### src/design/u8d_pkg.sv
// u8d_pkg: shared types, constants and decode helpers for the utf-8 decoder
// depends on nothing; imported by every module of the decoder
`default_nettype none

package u8d_pkg;

  localparam int CpW = 21;

  // lead classification masks and patterns
  localparam logic [7:0] AsciiMask = 8'h80;
  localparam logic [7:0] Lead2Mask = 8'hE0;
  localparam logic [7:0] Lead2Pat  = 8'hC0;
  localparam logic [7:0] Lead3Mask = 8'hF0;
  localparam logic [7:0] Lead3Pat  = 8'hE0;
  localparam logic [7:0] Lead4Mask = 8'hF8;
  localparam logic [7:0] Lead4Pat  = 8'hF0;

  // payload masks
  localparam logic [7:0] Pay2Mask  = 8'h1F;
  localparam logic [7:0] Pay3Mask  = 8'h0F;
  localparam logic [7:0] Pay4Mask  = 8'h07;
  localparam logic [7:0] ContMask  = 8'h3F;
  localparam logic [7:0] AsciiPay  = 8'h7F;

  // sequence lengths
  localparam logic [2:0] LenNone = 3'd0;
  localparam logic [2:0] LenOne  = 3'd1;
  localparam logic [2:0] LenTwo  = 3'd2;
  localparam logic [2:0] LenThr  = 3'd3;
  localparam logic [2:0] LenFour = 3'd4;

  // one queue entry: up to two code points caused by one input beat
  typedef struct packed {
    logic           has_pt;
    logic           two_pt;
    logic           eot;
    logic [CpW-1:0] pt0;
    logic [CpW-1:0] pt1;
  } u8d_rec_t;

  function automatic logic [2:0] lead_len(input logic [7:0] b);
    logic [2:0] l;
    if ((b & AsciiMask) == 8'h00)        l = LenOne;
    else if ((b & Lead2Mask) == Lead2Pat) l = LenTwo;
    else if ((b & Lead3Mask) == Lead3Pat) l = LenThr;
    else if ((b & Lead4Mask) == Lead4Pat) l = LenFour;
    else                                  l = LenNone;
    return l;
  endfunction

  function automatic logic [CpW-1:0] asm1(input logic [7:0] b0);
    return {13'd0, b0 & AsciiPay};
  endfunction

  function automatic logic [CpW-1:0] asm2(input logic [7:0] b0, input logic [7:0] b1);
    logic [7:0] p0, p1;
    p0 = b0 & Pay2Mask;
    p1 = b1 & ContMask;
    return {10'd0, p0[4:0], p1[5:0]};
  endfunction

  function automatic logic [CpW-1:0] asm3(input logic [7:0] b0, input logic [7:0] b1,
                                          input logic [7:0] b2);
    logic [7:0] p0, p1, p2;
    p0 = b0 & Pay3Mask;
    p1 = b1 & ContMask;
    p2 = b2 & ContMask;
    return {5'd0, p0[3:0], p1[5:0], p2[5:0]};
  endfunction

  function automatic logic [CpW-1:0] asm4(input logic [7:0] b0, input logic [7:0] b1,
                                          input logic [7:0] b2, input logic [7:0] b3);
    logic [7:0] p0, p1, p2, p3;
    p0 = b0 & Pay4Mask;
    p1 = b1 & ContMask;
    p2 = b2 & ContMask;
    p3 = b3 & ContMask;
    return {p0[2:0], p1[5:0], p2[5:0], p3[5:0]};
  endfunction

endpackage

`default_nettype wire

### src/design/u8d_front.sv
// u8d_front: accepts byte beats, tracks the open sequence, builds queue entries
// depends on u8d_pkg
`default_nettype none

module u8d_front
  import u8d_pkg::*;
(
  input  wire logic       clk,
  input  wire logic       rst_n,
  input  wire logic       accept,
  input  wire logic [7:0] byte_value,
  input  wire logic       end_of_text,
  output u8d_rec_t        rec,
  output logic            push
);

  logic [7:0] held_r [3];
  logic [1:0] held_cnt_r, held_cnt_nxt;
  logic [2:0] seq_len_r, seq_len_nxt;

  logic [7:0]     buf0, buf1, buf2;
  logic [2:0]     need, n_cnt, len_byte, len_h1;
  logic           fits, hold;
  logic [CpW-1:0] full_pt;

  // gathered bytes with the new byte placed after the held ones
  assign buf0 = (held_cnt_r == 2'd0) ? byte_value : held_r[0];
  assign buf1 = (held_cnt_r == 2'd1) ? byte_value : held_r[1];
  assign buf2 = (held_cnt_r == 2'd2) ? byte_value : held_r[2];

  assign need     = (held_cnt_r == 2'd0) ? lead_len(byte_value) : seq_len_r;
  assign n_cnt    = {1'b0, held_cnt_r} + 3'd1;
  assign fits     = (need != LenNone) && (n_cnt >= need);
  assign hold     = (need != LenNone) && !fits && !end_of_text;
  assign len_byte = lead_len(byte_value);
  assign len_h1   = lead_len(held_r[1]);

  // assemble a complete sequence
  always_comb begin
    case (need)
      LenOne:  full_pt = asm1(buf0);
      LenTwo:  full_pt = asm2(buf0, buf1);
      LenThr:  full_pt = asm3(buf0, buf1, buf2);
      LenFour: full_pt = asm4(buf0, buf1, buf2, byte_value);
      default: full_pt = '0;
    endcase
  end

  // result record, including re-parse of a truncated tail at end of text
  always_comb begin
    rec     = '0;
    rec.eot = end_of_text;
    if (fits) begin
      rec.has_pt = 1'b1;
      rec.pt0    = full_pt;
    end else if ((need != LenNone) && end_of_text) begin
      case (held_cnt_r)
        2'd1: begin
          if (len_byte == LenOne) begin
            rec.has_pt = 1'b1;
            rec.pt0    = asm1(byte_value);
          end
        end
        2'd2: begin
          if (len_h1 == LenOne) begin
            rec.has_pt = 1'b1;
            rec.pt0    = asm1(held_r[1]);
            if (len_byte == LenOne) begin
              rec.two_pt = 1'b1;
              rec.pt1    = asm1(byte_value);
            end
          end else if (len_h1 == LenTwo) begin
            rec.has_pt = 1'b1;
            rec.pt0    = asm2(held_r[1], byte_value);
          end else if (len_byte == LenOne) begin
            rec.has_pt = 1'b1;
            rec.pt0    = asm1(byte_value);
          end
        end
        default: ;
      endcase
    end
  end

  assign push = accept && (rec.has_pt || end_of_text);

  // sequence tracking
  always_comb begin
    held_cnt_nxt = held_cnt_r;
    seq_len_nxt  = seq_len_r;
    if (accept) begin
      if (hold) begin
        held_cnt_nxt = held_cnt_r + 2'd1;
        seq_len_nxt  = need;
      end else begin
        held_cnt_nxt = 2'd0;
        seq_len_nxt  = LenNone;
      end
    end
  end

  always_ff @(posedge clk) begin
    if (!rst_n) begin
      held_cnt_r <= 2'd0;
      seq_len_r  <= LenNone;
    end else begin
      held_cnt_r <= held_cnt_nxt;
      seq_len_r  <= seq_len_nxt;
    end
  end

  // held byte store, no reset
  always_ff @(posedge clk) begin
    if (accept && hold) begin
      case (held_cnt_r)
        2'd0:    held_r[0] <= byte_value;
        2'd1:    held_r[1] <= byte_value;
        2'd2:    held_r[2] <= byte_value;
        default: ;
      endcase
    end
  end

endmodule

`default_nettype wire

### src/design/u8d_queue.sv
// u8d_queue: two-entry queue of result records between front and back
// depends on u8d_pkg
`default_nettype none

module u8d_queue
  import u8d_pkg::*;
(
  input  wire logic     clk,
  input  wire logic     rst_n,
  input  wire logic     push,
  input  wire u8d_rec_t push_rec,
  input  wire logic     pop,
  output u8d_rec_t      head,
  output logic          not_empty,
  output logic          full
);

  u8d_rec_t   mem_r [2];
  logic       wr_ptr_r, wr_ptr_nxt;
  logic       rd_ptr_r, rd_ptr_nxt;
  logic [1:0] cnt_r, cnt_nxt;

  assign head      = mem_r[rd_ptr_r];
  assign not_empty = (cnt_r != 2'd0);
  assign full      = (cnt_r == 2'd2);

  // pointer and occupancy update
  always_comb begin
    wr_ptr_nxt = push ? ~wr_ptr_r : wr_ptr_r;
    rd_ptr_nxt = pop ? ~rd_ptr_r : rd_ptr_r;
    cnt_nxt    = cnt_r + {1'b0, push} - {1'b0, pop};
  end

  always_ff @(posedge clk) begin
    if (!rst_n) begin
      wr_ptr_r <= 1'b0;
      rd_ptr_r <= 1'b0;
      cnt_r    <= 2'd0;
    end else begin
      wr_ptr_r <= wr_ptr_nxt;
      rd_ptr_r <= rd_ptr_nxt;
      cnt_r    <= cnt_nxt;
    end
  end

  // entry storage
  always_ff @(posedge clk) begin
    if (push) begin
      mem_r[wr_ptr_r] <= push_rec;
    end
  end

endmodule

`default_nettype wire

### src/design/u8d_back.sv
// u8d_back: splits queue records into single result beats, output register
// depends on u8d_pkg
`default_nettype none

module u8d_back
  import u8d_pkg::*;
(
  input  wire logic       clk,
  input  wire logic       rst_n,
  input  wire u8d_rec_t   head,
  input  wire logic       not_empty,
  output logic            pop,
  output logic            out_valid,
  input  wire logic       out_ready,
  output logic [CpW-1:0]  out_code_point,
  output logic            out_has_point,
  output logic            out_run_final,
  output logic            out_text_done
);

  logic           valid_r, valid_nxt;
  logic           sub_r, sub_nxt;
  logic [CpW-1:0] cp_r;
  logic           has_r, fin_r, done_r;
  logic           load, last_of_rec;
  logic [CpW-1:0] sel_cp;
  logic           sel_has, sel_fin, sel_done;

  assign load        = not_empty && (!valid_r || out_ready);
  assign last_of_rec = sub_r || !head.two_pt;
  assign pop         = load && last_of_rec;

  // pick the first or second point of the head record
  always_comb begin
    if (sub_r) begin
      sel_cp   = head.pt1;
      sel_has  = 1'b1;
      sel_fin  = 1'b1;
      sel_done = head.eot;
    end else begin
      sel_cp   = head.pt0;
      sel_has  = head.has_pt;
      sel_fin  = !head.two_pt;
      sel_done = head.eot && !head.two_pt;
    end
  end

  always_comb begin
    valid_nxt = valid_r;
    sub_nxt   = sub_r;
    if (load) begin
      valid_nxt = 1'b1;
      sub_nxt   = !last_of_rec;
    end else if (out_ready) begin
      valid_nxt = 1'b0;
    end
  end

  always_ff @(posedge clk) begin
    if (!rst_n) begin
      valid_r <= 1'b0;
      sub_r   <= 1'b0;
    end else begin
      valid_r <= valid_nxt;
      sub_r   <= sub_nxt;
    end
  end

  // output payload register
  always_ff @(posedge clk) begin
    if (load) begin
      cp_r   <= sel_cp;
      has_r  <= sel_has;
      fin_r  <= sel_fin;
      done_r <= sel_done;
    end
  end

  assign out_valid      = valid_r;
  assign out_code_point = cp_r;
  assign out_has_point  = has_r;
  assign out_run_final  = fin_r;
  assign out_text_done  = done_r;

endmodule

`default_nettype wire

### src/design/utf8_byte_stream_decoder.sv
// utf8_byte_stream_decoder: lenient streaming utf-8 decoder, top level
// depends on u8d_pkg, u8d_front, u8d_queue, u8d_back
//
//   channel | signals                                             | per beat
//   --------+-----------------------------------------------------+------------------
//   in      | in_valid in_ready in_byte_value in_end_of_text      | one text byte
//   out     | out_valid out_ready out_code_point out_has_point    | one result
//           | out_run_final out_text_done                         |
//
// one byte beat is taken per cycle while the record queue is not full; results
// leave one per cycle while out_ready is high, so a byte that yields two code
// points takes two result beats; byte path: front record, queue, output register.
// in_ready drops only while the two-entry record queue is full.
// reset is synchronous, active low, and clears the open sequence and queue.
`default_nettype none

module utf8_byte_stream_decoder
  import u8d_pkg::*;
(
  input  wire logic           clk,
  input  wire logic           rst_n,
  input  wire logic           in_valid,
  output logic                in_ready,
  input  wire logic [7:0]     in_byte_value,
  input  wire logic           in_end_of_text,
  output logic                out_valid,
  input  wire logic           out_ready,
  output logic [CpW-1:0]      out_code_point,
  output logic                out_has_point,
  output logic                out_run_final,
  output logic                out_text_done
);

  u8d_rec_t rec, head;
  logic     accept, push, pop, not_empty, full;

  assign in_ready = !full;
  assign accept   = in_valid && in_ready;

  u8d_front u_front (
    .clk         (clk),
    .rst_n       (rst_n),
    .accept      (accept),
    .byte_value  (in_byte_value),
    .end_of_text (in_end_of_text),
    .rec         (rec),
    .push        (push)
  );

  u8d_queue u_queue (
    .clk       (clk),
    .rst_n     (rst_n),
    .push      (push),
    .push_rec  (rec),
    .pop       (pop),
    .head      (head),
    .not_empty (not_empty),
    .full      (full)
  );

  u8d_back u_back (
    .clk            (clk),
    .rst_n          (rst_n),
    .head           (head),
    .not_empty      (not_empty),
    .pop            (pop),
    .out_valid      (out_valid),
    .out_ready      (out_ready),
    .out_code_point (out_code_point),
    .out_has_point  (out_has_point),
    .out_run_final  (out_run_final),
    .out_text_done  (out_text_done)
  );

endmodule

`default_nettype wire

### config.mk
export PLATFORM = sky130hd
export DESIGN_NAME = utf8_byte_stream_decoder
export DESIGN_NICKNAME = d
export VERILOG_FILES = /design/src/design/u8d_pkg.sv /design/src/design/u8d_front.sv /design/src/design/u8d_queue.sv /design/src/design/u8d_back.sv /design/src/design/utf8_byte_stream_decoder.sv
export SDC_FILE = /design/constraint.sdc
export NUM_CORES = 1
export LEC_CHECK = 0
export BUFFER_PORTS_ARGS = -buffer_cell sky130_fd_sc_hd__buf_2
export CORE_ASPECT_RATIO = 0.8
export CORE_MARGIN = 8
export CORE_UTILIZATION = 45
export DETAILED_ROUTE_END_ITERATION = 8
export PLACE_DENSITY = 0.65
export SYNTH_ARGS = -nofsm -noshare
export SYNTH_HDL_FRONTEND = slang
export SYNTH_SLANG_ARGS = --single-unit
### constraint.sdc
create_clock -name clk -period 8.75 [get_ports clk]
set_input_delay 0.875 -clock clk [delete_from_list [all_inputs] [get_ports clk]]
set_output_delay 0.875 -clock clk [all_outputs]
set_load 0.01 [all_outputs]
==> out/qor.csv <==
metric,value,unit
final_cell_mix,"edfxtp_1 (107), nor2_1 (48), buf_2 (38)",
cts_setup_buffers,0,
numCtsBuffers,17,
initial_core_util,45.6,%
holdPathStages,2,
rsz0062_at_grt,false,
cts_hold_buffers,0,
cts_buffer_depth,2,
power_density,284,mW/mm^2
grt_pass1_vias,3508,
nFillCells,1037,
multi_input_area,0.00190,sq mm
synth_edf_count,107,
yosysTopAreaCell,edfxtp_1,
hold_path.class,flop to flop,
syn_inst,417,
drtIter0Drc,299,
die_x,140,um
synth_top_family_by_area,compound AO/OA/AOI/OAI gates,
drc_errors,0,
vias,3553,
p_total,1.82,mW
synth.distinct_cells,59,
required,8.80,ns
hold_viol,0,
muxShareOfSynthArea,9.70,%
yosys_warnings,0,
dp_hpwl,8.30,mm
path_class,flop to flop,
peakVddDrop,0.000145,V
synthSimpleGateAreaFrac,10.9,%
finalCritPeriodShare,48.8,%
critPathArrivalTime,4.32,ns
portBuffers,38,
path_common_cell,ha_1,
clk_pin_slew_worst_paths,0.05,ns
drt_pre_antenna_iters,5,
root_buffer,clkbuf_16,
slowest_stage,ha_1,
routedWlPerCell,19.1,um
maxCapViolCount,0,
cts_max_level,4,
antenna_found_initial,0,
final_common_cell,edfxtp_1,
synthXorXnorAreaFrac,0.477,%
start_kind,flop,
synth-compound-area-share,11.2,%
power.leakage,2.28,nW
skew,0.00917,ns
cts_tree,yes,
die_area,0.0161,sq mm
io_pins,39,
slew_violations,0,
fp.coreArea,0.0121,sq mm
timing.final.crit_period,4.27,ns
wirelength,11.9,mm
relSlewSlack,36.6,%
insertion_delay,0.42,ns
synth_seq_area_share,62.7,%
die_h,115,um
syn_area,0.00551,sq mm
avgSynthCellArea,13.2,sq um
fmax,234,MHz
synthAdderAreaFrac,2.04,%
max_stage_delay,0.67,ns
synthArstFlopShare,0,%
cp-end-kind,flop,
ys_seq_elements,119,
clock-sinks,119,
grt_max_degree,32,
cp_max_fo,19,
status,"complete, no violations",
ys_top_cells_by_area,"edfxtp_1 (58%), mux2i_1 (5.8%), dfxtp_1 (4.4%), nor2_1 (3.3%), mux4_2 (2.9%)",
synthFlopType,edfxtp_1,
setup_violations,0,
globalRouteOverflowTotal,0,
routed_via_density,5.73,
track_usage,15.6,%
layout.nets,477,
final-seq-area,0.00345,sq mm
finish.utilization,53.2,%
grt_pass1_wl,19.1,mm
num_rows,36,
tightest_slew,0.950,ns
gp_congestion,0.910,
yosysTopAreaCellShare,58.3,%
fin_tns_setup,0,ns
synth_fp_nets,439,
post_cts_resized,0,
syn_to_final_growth,16.5,%
drive_gt1_share,20.5,%
crit_chain,inv_1 > ha_1 > nand2_1 > o21ai_4 > inv_4 > ha_1 > nand2b_1 > a21o_1 > a211oi_1 > nand3_1 > nor2_1,
rr_worst_depth,11,
n_antenna_cell,0,
ant_nets,0,
[power by group]
part           leakage, nW  switching [mW]  internal (mW)
registers             1.11          0.0348          0.754
logic                0.893           0.209          0.140
clock network        0.278           0.242          0.445
[layout make-up]
type	instances	share of cell area [%]
Clock buffer	19	6.75
Tap cell	152	2.96
Timing Repair Buffer	42	3.43
Clock inverter	13	2.44
Sequential cell	119	53.8
Multi-Input combinational cell	259	29.6
Inverter	16	0.975
[state kept, by name, summed over array words and instances (netlist names), 2 cells and up, named ones only]
| signal | flops |
|---|---|
| u_front.held_cnt_r | 2 |
| u_queue.mem_r | 62 |
| u_front.held_r | 21 |
| u_front.seq_len_r | 3 |
| u_queue.cnt_r | 2 |
| u_back.out_code_point | 21 |
[cell usage after synthesis, types with 2 or more instances]
library cell / count
a22oi_1: 9
o21ai_0: 10
a22o_1: 2
o22a_1: 4
mux4_2: 7
o211ai_1: 6
buf_2: 10
o31ai_1: 2
and3_1: 2
nand4_1: 6
a2bb2oi_1: 2
o2bb2ai_1: 2
o22ai_1: 6
a221oi_1: 4
dfxtp_1: 12
inv_1: 13
xnor2_1: 2
clkbuf_1: 12
o21ai_1: 4
mux2_2: 5
nand2b_1: 4
nand2_1: 17
nor3_2: 2
nand3_1: 11
ha_1: 9
nor2_1: 49
nor2b_1: 5
and2_1: 12
a32oi_1: 3
nor3_1: 5
a21o_1: 6
edfxtp_1: 107
a31oi_1: 2
mux2i_1: 32
a21oi_1: 9
[path summary, 6_finish.rpt]
path	start	end	slack, ns
worst min register to register	u_queue.rd_ptr_r$_SDFFE_PN0P_	u_queue.rd_ptr_r$_SDFFE_PN0P_	0.52
worst max register to register	u_front.held_cnt_r[0]$_SDFFE_PN0P_	u_front.held_r[0][5]$_DFFE_PP_	4.48
worst max-delay path	u_front.held_cnt_r[0]$_SDFFE_PN0P_	u_front.held_r[0][5]$_DFFE_PP_	4.48
worst min-delay path	u_queue.rd_ptr_r$_SDFFE_PN0P_	u_queue.rd_ptr_r$_SDFFE_PN0P_	0.52
[stage by stage]
| stage | hold slack [ns] | setup WS [ns] | cells | area (sq um) |
|---|---|---|---|---|
| 2_1_floorplan | 0.470 | 3.44 | 417 | 5510 |
| 3_3_place_gp | 0.497 | 4.72 | 588 | 5830 |
| 3_5_place_dp | 0.507 | 4.56 | 588 | 5830 |
| 4_1_cts | 0.524 | 4.54 | 620 | 6420 |
| 5_1_grt | 0.554 | 4.22 | 620 | 6420 |
| 6_report | 0.518 | 4.48 | 620 | 6420 |
[layer usage]
layer	track usage, %	up-vias	part of all wire (%)
li1	-	1681	-
met1	20.8	1743	49
met2	22.6	114	43
met3	5.35	15	6.0
met4	7.07	0	1.4
met5	0	-	0
[worst max-delay path: cells and delay by family (launching register included)]
kind	cells	cell delay, ns
compound gates	3	1.15
flops	1	0.36
simple gates	4	1.14
fa+ha+maj	2	0.99
buf+inv	2	0.26
[kinds of logic (layout without fill, tap and decap cells)]
kind of cell               count (synthesis)  after routing
adders and majority gates                  9              9
AOI/OAI and AO/OA                         82             82
xor gates and xnor gates                   3              3
and+or+nand+nor                          121            121
muxes                                     44             44
buffers and inverters                     39             90
DFF                                      119            119
Power figures use the tool's default switching activity.
